<file path="src/hdl/vocbsp_pkg.sv">
`timescale 1ns / 1ps
package vocbsp_pkg;

	localparam int SigLen = 19;
	localparam logic [7:0] SIGNATURE [0:SigLen-1] = '{
		8'h43, 8'h72, 8'h65, 8'h61, 8'h74, 8'h69, 8'h76, 8'h65, 8'h20, 8'h56,
		8'h6F, 8'h69, 8'h63, 8'h65, 8'h20, 8'h46, 8'h69, 8'h6C, 8'h65
	};

	localparam logic [7:0] KIND_DATA     = 8'd1;
	localparam logic [7:0] KIND_CONT     = 8'd2;
	localparam logic [7:0] KIND_SILENCE  = 8'd3;
	localparam logic [7:0] KIND_EXTENDED = 8'd8;
	localparam logic [7:0] KIND_DATA_16  = 8'd9;
	localparam logic [15:0] FMT_ALAW     = 16'd6;
	localparam logic [15:0] FMT_MU255    = 16'd7;

	localparam logic [2:0] ST_OK       = 3'd0;
	localparam logic [2:0] ST_TERM     = 3'd1;
	localparam logic [2:0] ST_HDR      = 3'd2;
	localparam logic [2:0] ST_ZERO     = 3'd3;
	localparam logic [2:0] ST_MISMATCH = 3'd4;
	localparam logic [2:0] ST_PACKED   = 3'd5;
	localparam logic [2:0] ST_SIZE     = 3'd6;
	localparam logic [2:0] ST_BUSY     = 3'd7;

	// parse phases kept by the datapath; codes from 0 to 15
	typedef enum logic [3:0] {
		P_HDR     = 4'd0,
		P_SKIPHDR = 4'd1,
		P_TYPE    = 4'd2,
		P_LEN     = 4'd3,
		P_DATA1   = 4'd4,
		P_DATA16  = 4'd5,
		P_SIL     = 4'd6,
		P_EXT     = 4'd7,
		P_SKIP    = 4'd8,
		P_AUDIO   = 4'd9,
		P_TERM    = 4'd10,
		E_HDR     = 4'd11,
		E_ZERO    = 4'd12,
		E_MISMATCH = 4'd13,
		E_PACKED  = 4'd14,
		E_SIZE    = 4'd15
	} phase_t;

	// controller to datapath
	typedef struct packed {
		logic load;     // capture input transaction
		logic exec;     // apply byte / drain
		logic div_start;
		logic div_step;
		logic div_done; // write silence result
		logic out_load;
	} dp_cmd_t;

	// datapath to controller
	typedef struct packed {
		logic need_div;
		logic div_last;
	} dp_sts_t;

	localparam int DivSteps = 24;

	function automatic logic [15:0] ulaw_sample(input logic [7:0] b);
		logic [7:0] u;
		logic [15:0] t;
		logic [15:0] v;
		u = ~b;
		t = ({9'd0, u[3:0], 3'd0} + 16'h84) << u[6:4];
		v = u[7] ? (16'h84 - t) : (t - 16'h84);
		return v;
	endfunction

	function automatic logic [15:0] alaw_sample(input logic [7:0] b);
		logic [7:0] a;
		logic [2:0] seg;
		logic [15:0] t;
		a = b ^ 8'h55;
		seg = a[6:4];
		t = {8'd0, a[3:0], 4'd0};
		if (seg == 3'd0) t = t + 16'd8;
		else if (seg == 3'd1) t = t + 16'h108;
		else t = (t + 16'h108) << (seg - 3'd1);
		return a[7] ? t : (16'd0 - t);
	endfunction

endpackage

</file>
<file path="src/hdl/voc_block_stream_parser.sv">
`timescale 1ns / 1ps
// VOC block stream parser. Accepts one file byte (op 0) or one silence drain (op 1) per
// transaction and returns exactly one result transaction each. A transaction passes
// through the controller steps capture, execute and output; the last byte of a silence
// block whose rate code differs from a known rate below 256 also passes through the
// bit-serial divider that rescales the silence period. Output fields stay valid while
// out_valid is high and out_stall holds them.
module voc_block_stream_parser
	import vocbsp_pkg::*;
(
	input  logic               clk,
	input  logic               arst_n,
	input  logic               in_valid,
	output logic               in_stall,
	input  logic               op,
	input  logic [7:0]         file_byte,
	output logic               out_valid,
	input  logic               out_stall,
	output logic signed [31:0] sample,
	output logic               sample_valid,
	output logic [2:0]         status,
	output logic [7:0]         channel_count,
	output logic [31:0]        rate_code,
	output logic               in_silence
);

	dp_cmd_t cmd;
	dp_sts_t sts;
	logic signed [31:0] sample_w;
	logic               sample_valid_w;
	logic [2:0]         status_w;
	logic [7:0]         channel_w;
	logic [31:0]        rate_w;
	logic               silence_w;

	vocbsp_ctrl u_ctrl (
		.clk, .arst_n, .in_valid, .in_stall, .out_valid, .out_stall, .cmd, .sts
	);

	vocbsp_dp u_dp (
		.clk, .arst_n, .op, .file_byte, .cmd, .sts,
		.sample(sample_w), .sample_valid(sample_valid_w), .status(status_w),
		.channel_count(channel_w), .rate_code(rate_w), .in_silence(silence_w)
	);

	always_ff @(posedge clk or negedge arst_n) begin
		if (!arst_n) begin
			sample_valid <= 1'b0;
			status <= ST_OK;
			channel_count <= 8'd1;
			rate_code <= '0;
			in_silence <= 1'b0;
			sample <= '0;
		end else if (cmd.out_load) begin
			sample <= sample_w;
			sample_valid <= sample_valid_w;
			status <= status_w;
			channel_count <= channel_w;
			rate_code <= rate_w;
			in_silence <= silence_w;
		end
	end

endmodule

</file>
<file path="src/hdl/vocbsp_ctrl.sv">
`timescale 1ns / 1ps
module vocbsp_ctrl
	import vocbsp_pkg::*;
(
	input  logic     clk,
	input  logic     arst_n,
	input  logic     in_valid,
	output logic     in_stall,
	output logic     out_valid,
	input  logic     out_stall,
	output dp_cmd_t  cmd,
	input  dp_sts_t  sts
);

	typedef enum logic [3:0] {
		S_IDLE = 4'b0001,
		S_EXEC = 4'b0010,
		S_DIV  = 4'b0100,
		S_OUT  = 4'b1000
	} state_t;

	state_t state_q, state_d;
	logic out_valid_q, out_valid_d;

	always_comb begin
		state_d = state_q;
		out_valid_d = out_valid_q;
		cmd = '0;
		if (out_valid_q && !out_stall) out_valid_d = 1'b0;
		case (state_q)
			S_IDLE: begin
				if (in_valid) begin
					cmd.load = 1'b1;
					state_d = S_EXEC;
				end
			end
			S_EXEC: begin
				if (sts.need_div) begin
					cmd.div_start = 1'b1;
					state_d = S_DIV;
				end else begin
					cmd.exec = 1'b1;
					state_d = S_OUT;
				end
			end
			S_DIV: begin
				cmd.div_step = 1'b1;
				if (sts.div_last) begin
					cmd.div_done = 1'b1;
					state_d = S_OUT;
				end
			end
			S_OUT: begin
				if (!out_valid_q || !out_stall) begin
					cmd.out_load = 1'b1;
					out_valid_d = 1'b1;
					state_d = S_IDLE;
				end
			end
			default: state_d = S_IDLE;
		endcase
	end

	assign in_stall = (state_q != S_IDLE);
	assign out_valid = out_valid_q;

	always_ff @(posedge clk or negedge arst_n) begin
		if (!arst_n) begin
			state_q <= S_IDLE;
			out_valid_q <= 1'b0;
		end else begin
			state_q <= state_d;
			out_valid_q <= out_valid_d;
		end
	end

endmodule

</file>
<file path="src/hdl/vocbsp_dp.sv">
`timescale 1ns / 1ps
module vocbsp_dp
	import vocbsp_pkg::*;
(
	input  logic               clk,
	input  logic               arst_n,
	input  logic               op,
	input  logic [7:0]         file_byte,
	input  dp_cmd_t            cmd,
	output dp_sts_t            sts,
	output logic signed [31:0] sample,
	output logic               sample_valid,
	output logic [2:0]         status,
	output logic [7:0]         channel_count,
	output logic [31:0]        rate_code,
	output logic               in_silence
);

	logic        op_q;
	logic [7:0]  b_q;
	phase_t      phase_q, phase_d;
	logic [4:0]  cnt_q, cnt_d;
	logic [15:0] pos_q, pos_d;
	logic [15:0] offs_q, offs_d;
	logic [7:0]  kind_q, kind_d;
	logic [23:0] blen_q, blen_d;
	logic [23:0] left_q, left_d;
	logic [31:0] shift_q, shift_d;
	logic [31:0] rate_q, rate_d;
	logic        rknown_q, rknown_d;
	logic        ext_q, ext_d;
	logic        word_q, word_d;
	logic [15:0] fmt_q, fmt_d;
	logic [7:0]  chan_q, chan_d;
	logic [7:0]  low_q, low_d;
	logic [15:0] sil_q, sil_d;
	logic [31:0] smp_d;
	logic        valid_d;
	logic [2:0]  st_d;

	// restoring divider: period*(256-b) / (256-rate)
	logic [23:0] dq_q;
	logic [8:0]  dr_q;
	logic [8:0]  dd_q;
	logic [4:0]  dcnt_q;
	logic [9:0]  dtrial;

	logic [31:0] fpos;
	logic [15:0] pos_inc;
	logic        sil_div;
	logic [8:0]  rate9;

	function automatic logic [2:0] phase_status(input phase_t p);
		case (p)
			P_TERM:     return ST_TERM;
			E_HDR:      return ST_HDR;
			E_ZERO:     return ST_ZERO;
			E_MISMATCH: return ST_MISMATCH;
			E_PACKED:   return ST_PACKED;
			E_SIZE:     return ST_SIZE;
			default:    return ST_OK;
		endcase
	endfunction

	assign rate9 = rate_q[8:0];
	assign sil_div = !op_q && sil_q == 16'd0 && phase_q == P_SIL && cnt_q >= 5'd2
		&& b_q != 8'd0 && rknown_q && {24'd0, b_q} != rate_q && rate_q < 32'd256;
	assign sts.need_div = sil_div;
	assign sts.div_last = (dcnt_q == 5'(DivSteps - 1));
	assign dtrial = {dr_q, dq_q[23]} - {1'b0, dd_q};
	assign pos_inc = (pos_q < 16'hFFFF) ? pos_q + 16'd1 : pos_q;
	assign fpos = {24'd0, b_q} << {cnt_q[1:0], 3'd0};

	always_comb begin
		phase_d = phase_q; cnt_d = cnt_q; pos_d = pos_q; offs_d = offs_q;
		kind_d = kind_q; blen_d = blen_q; left_d = left_q; shift_d = shift_q;
		rate_d = rate_q; rknown_d = rknown_q; ext_d = ext_q; word_d = word_q;
		fmt_d = fmt_q; chan_d = chan_q; low_d = low_q; sil_d = sil_q;
		smp_d = '0; valid_d = 1'b0; st_d = ST_OK;
		if (op_q) begin
			if (sil_q != 16'd0) begin
				sil_d = sil_q - 16'd1;
				valid_d = 1'b1;
			end
			st_d = phase_status(phase_q);
		end else if (sil_q != 16'd0) begin
			st_d = ST_BUSY;
		end else if (phase_q >= P_TERM) begin
			st_d = phase_status(phase_q);
		end else begin
			pos_d = pos_inc;
			case (phase_q)
				P_HDR: begin
					if (pos_q < 16'(SigLen)) begin
						if (b_q != SIGNATURE[pos_q[4:0]]) phase_d = E_HDR;
					end else if (pos_q == 16'd20) begin
						offs_d = {8'd0, b_q};
					end else if (pos_q == 16'd21) begin
						offs_d = {b_q, offs_q[7:0]};
						phase_d = (offs_d > 16'd22) ? P_SKIPHDR : P_TYPE;
					end
				end
				P_SKIPHDR: begin
					if (pos_inc >= offs_q) phase_d = P_TYPE;
				end
				P_TYPE: begin
					if (b_q == 8'd0) phase_d = P_TERM;
					else begin
						kind_d = b_q; cnt_d = '0; shift_d = '0; phase_d = P_LEN;
					end
				end
				P_LEN: begin
					shift_d = shift_q | fpos;
					cnt_d = cnt_q + 5'd1;
					if (cnt_q + 5'd1 >= 5'd3) begin
						blen_d = shift_d[23:0];
						cnt_d = '0; shift_d = '0;
						if (kind_q == KIND_DATA) phase_d = P_DATA1;
						else if (kind_q == KIND_DATA_16) phase_d = P_DATA16;
						else if (kind_q == KIND_SILENCE) phase_d = P_SIL;
						else if (kind_q == KIND_EXTENDED) begin
							ext_d = 1'b1; phase_d = P_EXT;
						end else begin
							left_d = blen_d;
							phase_d = (blen_d != 24'd0)
								? ((kind_q == KIND_CONT) ? P_AUDIO : P_SKIP) : P_TYPE;
						end
					end
				end
				P_DATA1: begin
					cnt_d = cnt_q + 5'd1;
					if (cnt_q == 5'd0) begin
						if (!ext_q) begin
							if (b_q == 8'd0) phase_d = E_ZERO;
							else if (rknown_q && {24'd0, b_q} != rate_q) phase_d = E_MISMATCH;
							else begin
								rate_d = {24'd0, b_q}; rknown_d = 1'b1; chan_d = 8'd1;
							end
						end
					end else if (b_q != 8'd0) begin
						phase_d = E_PACKED;
					end else begin
						ext_d = 1'b0; word_d = 1'b0; cnt_d = '0;
						left_d = (blen_q >= 24'd2) ? blen_q - 24'd2 : 24'd0;
						phase_d = (left_d != 24'd0) ? P_AUDIO : P_TYPE;
					end
				end
				P_DATA16: begin
					cnt_d = cnt_q + 5'd1;
					if (cnt_q < 5'd4) begin
						shift_d = shift_q | fpos;
						if (cnt_q == 5'd3) begin
							if (shift_d == 32'd0) phase_d = E_ZERO;
							else if (rknown_q && shift_d != rate_q) phase_d = E_MISMATCH;
							else begin
								rate_d = shift_d; rknown_d = 1'b1;
							end
						end
					end else if (cnt_q == 5'd4) begin
						if (b_q == 8'd8) word_d = 1'b0;
						else if (b_q == 8'd16) word_d = 1'b1;
						else phase_d = E_SIZE;
					end else if (cnt_q == 5'd5) begin
						chan_d = b_q;
					end else if (cnt_q == 5'd6) begin
						fmt_d = {8'd0, b_q};
					end else if (cnt_q == 5'd7) begin
						fmt_d = {b_q, fmt_q[7:0]};
					end else if (cnt_q >= 5'd11) begin
						cnt_d = '0;
						left_d = (blen_q >= 24'd12) ? blen_q - 24'd12 : 24'd0;
						phase_d = (left_d != 24'd0) ? P_AUDIO : P_TYPE;
					end
				end
				P_SIL: begin
					cnt_d = cnt_q + 5'd1;
					if (cnt_q == 5'd0) shift_d = {24'd0, b_q};
					else if (cnt_q == 5'd1) shift_d = {16'd0, b_q, shift_q[7:0]};
					else if (b_q == 8'd0) phase_d = E_ZERO;
					else begin
						// scaled case handled by the divider
						if (!(rknown_q && {24'd0, b_q} != rate_q)) begin
							rate_d = {24'd0, b_q}; rknown_d = 1'b1;
						end
						sil_d = shift_q[15:0];
						phase_d = P_TYPE;
					end
				end
				P_EXT: begin
					cnt_d = cnt_q + 5'd1;
					if (cnt_q == 5'd0) shift_d = {24'd0, b_q};
					else if (cnt_q == 5'd1) begin
						shift_d = {16'd0, b_q, shift_q[7:0]};
						if (shift_d == 32'd0) phase_d = E_ZERO;
						else if (rknown_q && shift_d != rate_q) phase_d = E_MISMATCH;
						else begin
							rate_d = shift_d; rknown_d = 1'b1;
						end
					end else if (cnt_q == 5'd2) begin
						if (b_q != 8'd0) phase_d = E_PACKED;
					end else begin
						chan_d = (b_q != 8'd0) ? 8'd2 : 8'd1;
						phase_d = P_TYPE;
					end
				end
				P_SKIP: begin
					if (left_q != 24'd0) left_d = left_q - 24'd1;
					if (left_d == 24'd0) phase_d = P_TYPE;
				end
				P_AUDIO: begin
					if (word_q) begin
						if (cnt_q == 5'd0) begin
							low_d = b_q; cnt_d = 5'd1;
						end else begin
							smp_d = {b_q, low_q, 16'd0};
							valid_d = 1'b1; cnt_d = '0;
						end
					end else begin
						if (fmt_q == FMT_MU255) smp_d = {ulaw_sample(b_q), 16'd0};
						else if (fmt_q == FMT_ALAW) smp_d = {alaw_sample(b_q), 16'd0};
						else smp_d = {b_q ^ 8'h80, 24'd0};
						valid_d = 1'b1;
					end
					if (left_q != 24'd0) left_d = left_q - 24'd1;
					if (left_d == 24'd0) phase_d = P_TYPE;
				end
				default: ;
			endcase
			st_d = phase_status(phase_d);
		end
	end

	always_ff @(posedge clk) begin
		if (cmd.load) begin
			op_q <= op;
			b_q <= file_byte;
		end
		if (cmd.div_start) begin
			dq_q <= shift_q[15:0] * (9'd256 - {1'b0, b_q});
			dr_q <= '0;
			dd_q <= 9'd256 - rate9;
		end else if (cmd.div_step) begin
			if (!dtrial[9]) begin
				dr_q <= dtrial[8:0];
				dq_q <= {dq_q[22:0], 1'b1};
			end else begin
				dr_q <= {dr_q[7:0], dq_q[23]};
				dq_q <= {dq_q[22:0], 1'b0};
			end
		end
	end

	always_ff @(posedge clk or negedge arst_n) begin
		if (!arst_n) begin
			phase_q <= P_HDR; cnt_q <= '0; pos_q <= '0; offs_q <= '0;
			kind_q <= '0; blen_q <= '0; left_q <= '0; shift_q <= '0;
			rate_q <= '0; rknown_q <= 1'b0; ext_q <= 1'b0; word_q <= 1'b0;
			fmt_q <= '0; chan_q <= 8'd1; low_q <= '0; sil_q <= '0;
			dcnt_q <= '0;
			sample <= '0; sample_valid <= 1'b0; status <= ST_OK;
		end else begin
			if (cmd.div_start) dcnt_q <= '0;
			else if (cmd.div_step) dcnt_q <= dcnt_q + 5'd1;
			if (cmd.exec) begin
				phase_q <= phase_d;
				cnt_q <= cnt_d; pos_q <= pos_d; offs_q <= offs_d;
				kind_q <= kind_d; blen_q <= blen_d; left_q <= left_d; shift_q <= shift_d;
				rate_q <= rate_d; rknown_q <= rknown_d; ext_q <= ext_d; word_q <= word_d;
				fmt_q <= fmt_d; chan_q <= chan_d; low_q <= low_d; sil_q <= sil_d;
				sample <= smp_d; sample_valid <= valid_d; status <= st_d;
			end
			if (cmd.div_done) begin
				pos_q <= pos_inc;
				cnt_q <= cnt_q + 5'd1;
				phase_q <= P_TYPE;
				// final quotient bit comes from the last step
				if ((dq_q[22:0] != 23'd0) || (dq_q[23:16] != 8'd0) || !dtrial[9] ||
					(dq_q[22:15] != 8'd0))
					sil_q <= ({dq_q[22:0], ~dtrial[9]} > 24'hFFFF) ? 16'hFFFF
						: {dq_q[14:0], ~dtrial[9]};
				else
					sil_q <= 16'd0;
				sample <= '0; sample_valid <= 1'b0; status <= ST_OK;
			end
		end
	end

	assign channel_count = chan_q;
	assign rate_code = rate_q;
	assign in_silence = (sil_q != 16'd0);

endmodule

</file>
<file path="config.mk">
export PLATFORM = sky130hd
export DESIGN_NAME = voc_block_stream_parser
export DESIGN_NICKNAME = d
export VERILOG_FILES = /design/src/hdl/vocbsp_pkg.sv /design/src/hdl/voc_block_stream_parser.sv /design/src/hdl/vocbsp_ctrl.sv /design/src/hdl/vocbsp_dp.sv
export SDC_FILE = /design/constraint.sdc
export NUM_CORES = 1
export LEC_CHECK = 0
export BUFFER_PORTS_ARGS = -buffer_cell sky130_fd_sc_hd__buf_2
export CORE_ASPECT_RATIO = 1.2
export CORE_UTILIZATION = 56
export CTS_CLUSTER_SIZE = 10
export DETAILED_ROUTE_END_ITERATION = 10
export PLACE_DENSITY = 0.73
export SETUP_SLACK_MARGIN = 0.5
export SLEW_MARGIN = 10
export SYNTH_ARGS = -nofsm -noshare
export SYNTH_HDL_FRONTEND = slang
export SYNTH_HIERARCHICAL = 1
export SYNTH_SLANG_ARGS = --single-unit
</file>
<file path="constraint.sdc">
create_clock -name clk -period 8.3 [get_ports clk]
set_clock_uncertainty 0.1 [all_clocks]
set_input_delay 0.83 -clock clk [delete_from_list [all_inputs] [get_ports clk]]
set_output_delay 0.83 -clock clk [all_outputs]
set_load 0.02 [all_outputs]
</file>
==> metrics.log, run 1 <==
INFO  metric status = complete, no violations
INFO  metric yosys.area_share.simple = 20.3%
INFO  metric ctsHoldBuffers = 0
INFO  metric first_iter_violations = 2464
INFO  metric clock-root-buffer = sky130_fd_sc_hd__clkbuf_16
INFO  metric max-clock-path-buffers = 3
INFO  metric syn_inst = 3259
INFO  metric routabilityCongestion = 1.01
INFO  metric ys.warnings.count = 6
INFO  metric report.final.slew_viol_count = 0
INFO  metric post-route-min-period = 7.36 ns
INFO  metric fillerInstances = 4353
INFO  metric num_antenna_cells = 0
INFO  metric reg2reg_from = u_dp/b_q[4]$_DFFE_PP_
INFO  metric timing.slew.headroom = 12.2%
INFO  metric start_util = 57.0%
INFO  metric finalNetCount = 3460
INFO  metric number_of_design_rule_violations_left_after_detail_routing = 0
INFO  metric synth-adder-area-share = 12.1%
INFO  metric transition_time_at_the_pin_with_the_least_slew_margin = 1.30 ns
INFO  metric drive_above_1_share = 12.4%
INFO  metric grt_pass1_vias = 25400
INFO  metric synth.mux.area_fraction = 7.46%
INFO  metric crit_path_start = u_dp/b_q[4]$_DFFE_PP_
INFO  metric cts_htree_levels = 2
INFO  metric total_leakage_power = 14.3 nW
INFO  metric power.total = 8.01 mW
INFO  metric wirelength = 94700 um
INFO  metric cts_tree = done
INFO  metric netlist_top_cells_area = sky130_fd_sc_hd__dfrtp_1, sky130_fd_sc_hd__fa_1, sky130_fd_sc_hd__ha_1
INFO  metric irDropWorstVdd = 0.273 mV
INFO  metric insertion_delay = 0.60 ns
INFO  metric critPathLaunchType = flip-flop
INFO  metric timing.critical_path.arrival = 7.69 ns
INFO  metric synth_top_area_cell = sky130_fd_sc_hd__dfrtp_1
INFO  metric postLayoutCoreUtil = 61.1%
INFO  metric fp.coreArea = 50600 um2
INFO  metric placement_rows = 90
INFO  metric drt_pass1_iterations = 9
INFO  metric critical_path_required = 8.64 ns
INFO  metric dr_total_vias = 25400
INFO  metric fin_area = 30900 um2
INFO  metric r2r.worst_path.cells = 22
INFO  metric final.setup.tns = 0 ns
INFO  metric timing.setup.critical_path_class = flip-flop to flip-flop
INFO  metric number_of_top_level_pins = 92
INFO  metric tritoncts.num_buffers = 45
INFO  metric wl_per_cell = 24.3 um
INFO  metric hpwl = 67900 um
INFO  metric die_x = 209 um
INFO  metric postCtsSetupBuffers = 0
INFO  metric cellPowerDensity = 259 nW/um2
INFO  metric grt_setup_unrepaired = no
INFO  metric synth-compound-area-share = 16.5%
INFO  metric dominantRegCellSynth = sky130_fd_sc_hd__dfrtp_1
INFO  metric reg_to_reg_endpoint = u_dp/dq_q[23]$_DFFE_PP_
INFO  metric place.port_buffers = 91
INFO  metric report.final.hold_viol_count = 0
INFO  metric routed_via_density = 6.52
INFO  metric yosysSeqAreaShare = 32.7%
INFO  metric dpl-instance-area = 29500 um2
INFO  metric clk_sink_count = 370
INFO  metric synth.ff_latch_count = 370
INFO  metric synth-xor-area-share = 4.44%
INFO  metric synth_cell_types = 104
INFO  metric synth_top_family_by_area = simple AND/OR/NAND/NOR gates
INFO  metric first_pass_grt_wire_length = 147000 um
INFO  metric post-route-period-util = 88.6%
INFO  metric syn-mean-instance-area = 8.84 um2
INFO  metric reg2reg_setup_slack = 0.94 ns
INFO  metric synthArstFlopShare = 86.2%
INFO  metric worst_setup_path_end_kind = flip-flop
INFO  metric drtAntennaViolNets = 0
INFO  metric total_routing_usage_gr = 36.2%
INFO  metric number_of_antenna_violations_at_the_first_check_in_global_routing = 1
INFO  metric clk_pin_slew_worst_paths = 0.06 ns
INFO  metric syn_to_final_growth = 7.23%
INFO  metric post-synth-top-area-fraction = 27.4%
INFO  metric fp.dieArea = 52400 um2
INFO  metric die_height = 250 um
INFO  metric resized_after_cts = 0
INFO  metric grt.overflow.total = 0
INFO  metric synthesis.area = 28800 um2
INFO  metric grt_max_degree = 93
INFO  metric achievable-frequency = 0.136 GHz
INFO  metric timing.critical_path.fanout_max = 16
INFO  metric report.final.setup_viol = 0
INFO  metric min_path_type = input port to asynchronous set/reset pin
INFO  metric max_cap_violations = 0
INFO  metric synth-edff-count = 42
[cell type report]
cell class	count	area (um2)	share of cell area, %
Inverter	212	797	2.58
Clock inverter	6	109	0.352
Clock buffer	68	1260	4.09
Tap cell	644	806	2.61
Multi-Input combinational cell	2451	17600	57.0
Timing Repair Buffer	146	878	2.84
Sequential cell	370	9430	30.5
[worst max-delay path by stage]
stage / to / slack (ns) / cells after the start
2_1_floorplan: u_dp/dq_q[15]$_DFFE_PP_ / 1.59 / 21
3_3_place_gp: u_dp/dq_q[23]$_DFFE_PP_ / 1.19 / 22
3_5_place_dp: u_dp/dq_q[23]$_DFFE_PP_ / 0.93 / 22
4_1_cts: u_dp/dq_q[23]$_DFFE_PP_ / 0.83 / 22
5_1_grt: u_dp/dq_q[23]$_DFFE_PP_ / 0.60 / 22
6_report: u_dp/dq_q[23]$_DFFE_PP_ / 0.94 / 22
[state kept, by name, indices dropped and copies added (netlist names), 5 cells and up]
| name | flops |
|---|---|
| u_dp/sample | 16 |
| rate_code | 32 |
| u_dp/offs_q | 16 |
| u_dp/channel_count | 8 |
| u_dp/shift_q | 32 |
| u_dp/dq_q | 24 |
| u_dp/kind_q | 8 |
| u_dp/left_q | 24 |
| u_dp/rate_code | 32 |
| u_dp/low_q | 8 |
| u_dp/pos_q | 16 |
| channel_count | 8 |
| u_dp/blen_q | 24 |
| u_dp/sil_q | 16 |
| u_dp/dd_q | 9 |
| sample | 32 |
| u_dp/cnt_q | 5 |
| u_dp/dcnt_q | 5 |
| u_dp/dr_q | 9 |
| u_dp/fmt_q | 16 |
| u_dp/b_q | 8 |
[per-stage QoR]
step / setup slack (ns) / hold slack, ns / instances
6_report: 0.943 / 0.150 / 3897
5_1_grt: 0.597 / 0.187 / 3897
4_1_cts: 0.832 / 0.180 / 3897
3_5_place_dp: 0.931 / 0.373 / 3823
3_3_place_gp: 1.19 / 0.356 / 3823
2_1_floorplan: 1.59 / 0.339 / 3274
[placed cells by master (no fill, tap or decap), types with 16 or more instances in the layout]
cell                        instances
sky130_fd_sc_hd__dfrtp_1          316
sky130_fd_sc_hd__nor2_1           304
sky130_fd_sc_hd__nand2_1          294
sky130_fd_sc_hd__o21ai_0          212
sky130_fd_sc_hd__inv_1            203
sky130_fd_sc_hd__a21oi_1          176
sky130_fd_sc_hd__ha_1             125
sky130_fd_sc_hd__mux2_2           114
sky130_fd_sc_hd__xnor2_1          105
sky130_fd_sc_hd__and2_1            99
sky130_fd_sc_hd__fa_1              96
sky130_fd_sc_hd__buf_2             90
sky130_fd_sc_hd__nor4_1            64
sky130_fd_sc_hd__nand3_1           62
sky130_fd_sc_hd__nor3_1            58
sky130_fd_sc_hd__buf_4             55
sky130_fd_sc_hd__clkbuf_16         46
sky130_fd_sc_hd__nand4_1           42
sky130_fd_sc_hd__edfxtp_1          42
sky130_fd_sc_hd__xor2_1            40
sky130_fd_sc_hd__a31oi_1           34
sky130_fd_sc_hd__o22ai_1           32
sky130_fd_sc_hd__a211oi_1          32
sky130_fd_sc_hd__mux2_4            30
sky130_fd_sc_hd__mux2i_1           29
sky130_fd_sc_hd__and3_1            28
sky130_fd_sc_hd__nand2b_1          26
sky130_fd_sc_hd__a21o_1            24
sky130_fd_sc_hd__o31ai_1           24
sky130_fd_sc_hd__a22oi_1           22
sky130_fd_sc_hd__nor3b_1           21
sky130_fd_sc_hd__a22o_1            21
sky130_fd_sc_hd__clkbuf_1          19
sky130_fd_sc_hd__or3_1             19
sky130_fd_sc_hd__o211ai_1          19
sky130_fd_sc_hd__nor2b_1           18
sky130_fd_sc_hd__conb_1            16
[cell usage after synthesis (23+ instances only)]
| library cell | count |
|---|---|
| sky130_fd_sc_hd__and2_1 | 100 |
| sky130_fd_sc_hd__mux2_2 | 114 |
| sky130_fd_sc_hd__nor3_1 | 58 |
| sky130_fd_sc_hd__fa_1 | 96 |
| sky130_fd_sc_hd__a211oi_1 | 32 |
| sky130_fd_sc_hd__xor2_1 | 40 |
| sky130_fd_sc_hd__a21o_1 | 24 |
| sky130_fd_sc_hd__and3_1 | 28 |
| sky130_fd_sc_hd__a21oi_1 | 177 |
| sky130_fd_sc_hd__o21ai_0 | 212 |
| sky130_fd_sc_hd__nand2_1 | 294 |
| sky130_fd_sc_hd__nor4_1 | 64 |
| sky130_fd_sc_hd__nand2b_1 | 26 |
| sky130_fd_sc_hd__clkbuf_1 | 175 |
| sky130_fd_sc_hd__inv_1 | 203 |
| sky130_fd_sc_hd__buf_4 | 23 |
| sky130_fd_sc_hd__dfrtp_1 | 316 |
| sky130_fd_sc_hd__nor2_1 | 305 |
| sky130_fd_sc_hd__mux2i_1 | 29 |
| sky130_fd_sc_hd__ha_1 | 125 |
| sky130_fd_sc_hd__edfxtp_1 | 42 |
| sky130_fd_sc_hd__o31ai_1 | 24 |
| sky130_fd_sc_hd__mux2_4 | 30 |
| sky130_fd_sc_hd__o22ai_1 | 32 |
| sky130_fd_sc_hd__nand4_1 | 42 |
| sky130_fd_sc_hd__nand3_1 | 62 |
| sky130_fd_sc_hd__a31oi_1 | 34 |
| sky130_fd_sc_hd__xnor2_1 | 106 |
| sky130_fd_sc_hd__buf_2 | 23 |
[kinds of logic after synthesis]
kind of cell               Yosys count
adders and majority gates          221
AOI/OAI and AO/OA                  746
and+or+nand+nor                   1139
buffers and inverters              453
muxes                              183
xor gates and xnor gates           146
DFF                                370
other                                1
[power by group]
part           switching, mW  total [mW]  internal, mW
clock                  0.791        1.90          1.11
sequential             0.336        2.41          2.07
combinational           2.39        3.70          1.31
[worst max-delay path, stage by stage (launching register included)]
cell,delay [ns]
sky130_fd_sc_hd__edfxtp_1,0.53
sky130_fd_sc_hd__inv_2,0.32
sky130_fd_sc_hd__ha_1,0.50
sky130_fd_sc_hd__nand2_1,0.12
sky130_fd_sc_hd__xnor2_1,0.15
sky130_fd_sc_hd__buf_4,0.19
sky130_fd_sc_hd__and2_1,0.19
sky130_fd_sc_hd__fa_1,0.45
sky130_fd_sc_hd__fa_1,0.49
sky130_fd_sc_hd__ha_1,0.29
sky130_fd_sc_hd__inv_1,0.05
sky130_fd_sc_hd__fa_1,0.53
sky130_fd_sc_hd__inv_1,0.06
sky130_fd_sc_hd__fa_1,0.48
sky130_fd_sc_hd__ha_1,0.37
sky130_fd_sc_hd__o21ai_0,0.23
sky130_fd_sc_hd__inv_1,0.08
sky130_fd_sc_hd__a2111oi_0,0.91
sky130_fd_sc_hd__o21ai_0,0.38
sky130_fd_sc_hd__nand3_1,0.18
sky130_fd_sc_hd__a21oi_1,0.13
sky130_fd_sc_hd__a311o_1,0.37
sky130_fd_sc_hd__o2111ai_1,0.09
[per-layer routing]
layer / wire (um) / vias to the layer above / GRT usage, % / part of all wire, %
met2: 45200 / 1138 / 59.6 / 48
met1: 36500 / 12500 / 44.0 / 39
met3: 6480 / 370 / 5.82 / 6.8
li1: - / 11400 / - / -
met5: 0 / - / 0 / 0
met4: 6580 / 0 / 23.6 / 7.0
Power figures use the tool's default switching activity.
==> run 2: changes to the inputs <==
--- a/config.mk
+++ b/config.mk
@@ -7,10 +7,9 @@
 export LEC_CHECK = 0
 export BUFFER_PORTS_ARGS = -buffer_cell sky130_fd_sc_hd__buf_2
 export CORE_ASPECT_RATIO = 1.2
-export CORE_UTILIZATION = 56
+export CORE_UTILIZATION = 35
 export CTS_CLUSTER_SIZE = 10
 export DETAILED_ROUTE_END_ITERATION = 10
-export PLACE_DENSITY = 0.73
 export SETUP_SLACK_MARGIN = 0.5
 export SLEW_MARGIN = 10
 export SYNTH_ARGS = -nofsm -noshare
==> run 2 against run 1 <==
Compared with the run above:
- cell area grew 2.0%
- non-clock buffer count up 4
- sequential share of layout area fell by 0.58 points
- sequential power barely moved
- critical path type unchanged
- largest cell class unchanged
==> metrics.log, run 2 (same netlist as run 1, synthesis figures left out) <==
INFO  metric status = complete, no violations
INFO  metric total_routing_usage_gr = 22.5% (-14 points)
INFO  metric seq_area = 9430 um2 (unchanged)
INFO  metric min_path_type = input port to asynchronous set/reset pin
INFO  metric dr_total_vias = 24800 (-2.6%)
INFO  metric grt_pass1_vias = 24000 (-5.3%)
INFO  metric first_pass_grt_wire_length = 146000 um (-0.58%)
INFO  metric number_of_antenna_violations_at_the_first_check_in_global_routing = 3 (+2)
INFO  metric multiInputGateArea = 17600 um2 (about the same)
INFO  metric start_util = 35.6% (-21 points)
INFO  metric slowest_stage = sky130_fd_sc_hd__a2111oi_1
INFO  metric postLayoutCoreUtil = 38.9% (-22 points)
INFO  metric fillerInstances = 8220 (+89%)
INFO  metric placement_rows = 114 (+27%)
INFO  metric report.final.slew_viol_count = 0 (unchanged)
INFO  metric critical_path.max_stage_delay = 0.75 ns (-0.16 ns)
INFO  metric number_of_standard_cells_in_the_final_layout_excluding_fillers = 4308 (+11%)
INFO  metric max-clock-path-buffers = 3 (unchanged)
INFO  metric clk_pin_slew_worst_paths = 0.06 ns (about the same)
INFO  metric syn_to_final_growth = 9.33%
INFO  metric grt.overflow.total = 0 (unchanged)
INFO  metric report.final.hold_viol_count = 0 (unchanged)
INFO  metric die_x = 264 um (+26%)
INFO  metric post-route-period-util = 86.0% (-2.7 points)
INFO  metric most_frequent_cells_in_the_layout = sky130_fd_sc_hd__dfrtp_1, sky130_fd_sc_hd__nor2_1, sky130_fd_sc_hd__nand2_1, sky130_fd_sc_hd__o21ai_0, sky130_fd_sc_hd__inv_1
INFO  metric layout.cells.most_common = sky130_fd_sc_hd__dfrtp_1
INFO  metric fp.dieArea = 83500 um2 (+59%)
INFO  metric grt_setup_unrepaired = no
INFO  metric total_leakage_power = 14.3 nW (+0.38%)
INFO  metric timing.setup.critical_path_class = flip-flop to flip-flop
INFO  metric most_frequent_cell_on_critical_path = sky130_fd_sc_hd__fa_1
INFO  metric drive_above_1_share = 12.6% (+0.21 points)
INFO  metric number_of_design_rule_violations_left_after_detail_routing = 0 (unchanged)
INFO  metric final.setup.tns = 0 ns (unchanged)
INFO  metric postCtsSetupBuffers = 0 (unchanged)
INFO  metric wirelength = 94600 um (-0.12%)
INFO  metric post-route-min-period = 7.13 ns (-0.223 ns)
INFO  metric critPathLaunchType = flip-flop
INFO  metric cellPowerDensity = 255 nW/um2 (-1.8%)
INFO  metric tritoncts.num_buffers = 46 (+2.2%)
INFO  metric transition_time_at_the_pin_with_the_least_slew_margin = 1.24 ns (-0.0667 ns)
INFO  metric max_cap_violations = 0 (unchanged)
INFO  metric first_iter_violations = 2252 (-8.6%)
INFO  metric place.port_buffers = 91 (unchanged)
INFO  metric post-place-cells = 4227 (+11%)
INFO  metric routed_via_density = 5.75 (-12%)
INFO  metric critical_path_required = 8.64 ns (about the same)
INFO  metric fp.coreArea = 81000 um2 (+60%)
INFO  metric clock-root-buffer = sky130_fd_sc_hd__clkbuf_16
INFO  metric reg2reg_from = u_dp/b_q[5]$_DFFE_PP_
INFO  metric achievable-frequency = 0.140 GHz (+3.1%)
INFO  metric irDropWorstVdd = 0.222 mV (-19%)
INFO  metric wl_per_cell = 22.0 um (-9.6%)
INFO  metric timing.critical_path.arrival = 7.48 ns (-0.21 ns)
INFO  metric power.total = 8.02 mW (+0.16%)
INFO  metric hpwl = 68000 um (about the same)
INFO  metric worst_setup_path_end_kind = flip-flop
INFO  metric finalNetCount = 3465 (+0.14%)
INFO  metric resized_after_cts = 0 (unchanged)
INFO  metric routabilityCongestion = 1.02 (+1.3%)
INFO  metric drt_pass1_iterations = 6 (-3)
INFO  metric cp_cell_sequence = inv_2 > ha_1 > nand2_1 > xnor2_1 > and2_1 > fa_1 > ha_1 > inv_1 > fa_1 > fa_1 > inv_1 > fa_1 > ha_1 > o21ai_0 > inv_1 > a2111oi_1 > o21ai_0 > nand3_1 > a21oi_1 > a311o_1 > o2111ai_1
INFO  metric report.final.setup_viol = 0 (unchanged)
INFO  metric cts_tree = done
INFO  metric timing.slew.headroom = 17.3% (+5.1 points)
INFO  metric timing.critical_path.fanout_max = 13 (-3)
INFO  metric number_of_top_level_pins = 92 (unchanged)
INFO  metric drtAntennaViolNets = 0 (unchanged)
INFO  metric insertion_delay = 0.63 ns (+0.03 ns)
INFO  metric crit_path_start = u_dp/b_q[5]$_DFFE_PP_
INFO  metric die_height = 316 um (+26%)
INFO  metric ctsHoldBuffers = 0 (unchanged)
INFO  metric clk_sink_count = 370 (unchanged)
INFO  metric grt_max_degree = 124 (+33%)
INFO  metric cts_htree_levels = 2 (unchanged)
[run 2: cell types whose count changed in the layout (fill, tap and decap cells not counted), moves of 2 or more]
cell / previous run / this run
sky130_fd_sc_hd__clkinv_16: 0 / 2
sky130_fd_sc_hd__clkinv_4: 0 / 2
sky130_fd_sc_hd__buf_4: 55 / 58
sky130_fd_sc_hd__clkbuf_8: 3 / 5
sky130_fd_sc_hd__clkinv_2: 2 / 4
[run 2: critical path, delay by kind of cell (launching register included)]
kind	cells	cell delay, ns
AND/OR/NAND/NOR	3	0.54
adder cells (fa/ha/maj)	7	3.03
flip-flops	1	0.40
AO/OA/AOI/OAI	6	1.75
XOR/XNOR	1	0.64
buffers and inverters	4	0.45
[run 2: final timing paths]
path | endpoint | slack, ns | cells past startpoint
worst max-delay path | u_dp/dq_q[23]$_DFFE_PP_ | 1.17 | 21
worst min-delay path | u_dp/left_q[13]$_DFFE_PN0P_ | 0.09 | 1
worst max register to register | u_dp/dq_q[23]$_DFFE_PP_ | 1.17 | 21
worst min register to register | u_dp/channel_count[2]$_DFFE_PN0P_ | 0.37 | 2
max in group asynchronous | sample[25]$_DFFE_PN0P_ | 6.63 | 2
min in group clk | u_dp/b_q[6]$_DFFE_PP_ | 0.29 | 1
[run 2: final cells by class]
| cell class | instances | area share (%) |
|---|---|---|
| timing repair buffer | 150 | 2.92 |
| sequential | 370 | 29.9 |
| clock buffer | 71 | 4.11 |
| tap | 1044 | 4.15 |
| inverter | 212 | 2.53 |
| antenna | 1 | 0.00794 |
| clock inverter | 9 | 0.453 |
| multi-input combinational | 2451 | 55.9 |
[run 2: metal layers]
layer	vias up	global-route usage, %	wire length (um)
met1	12300	28.8	39500
met3	221	2.76	4940
met4	6	10.2	4260
met2	835	37.9	45800
li1	11400	-	-
met5	-	0	28
[run 2: report_power, final]
part	switching [mW]	internal (mW)	total (mW)
combinational	2.34	1.31	3.65
clock	0.827	1.11	1.94
sequential	0.354	2.07	2.42
total	3.52	4.49	8.02
[run 2: metrics by stage]
stage | area (um2) | hold WS (ns) | worst slack, ns
2_1_floorplan | 28900 | 0.339 | 1.59
3_3_place_gp | 30100 | 0.361 | 1.20
3_5_place_dp | 30100 | 0.365 | 1.04
4_1_cts | 31500 | 0.0675 | 0.921
5_1_grt | 31500 | 0.103 | 0.735
6_report | 31500 | 0.0861 | 1.17
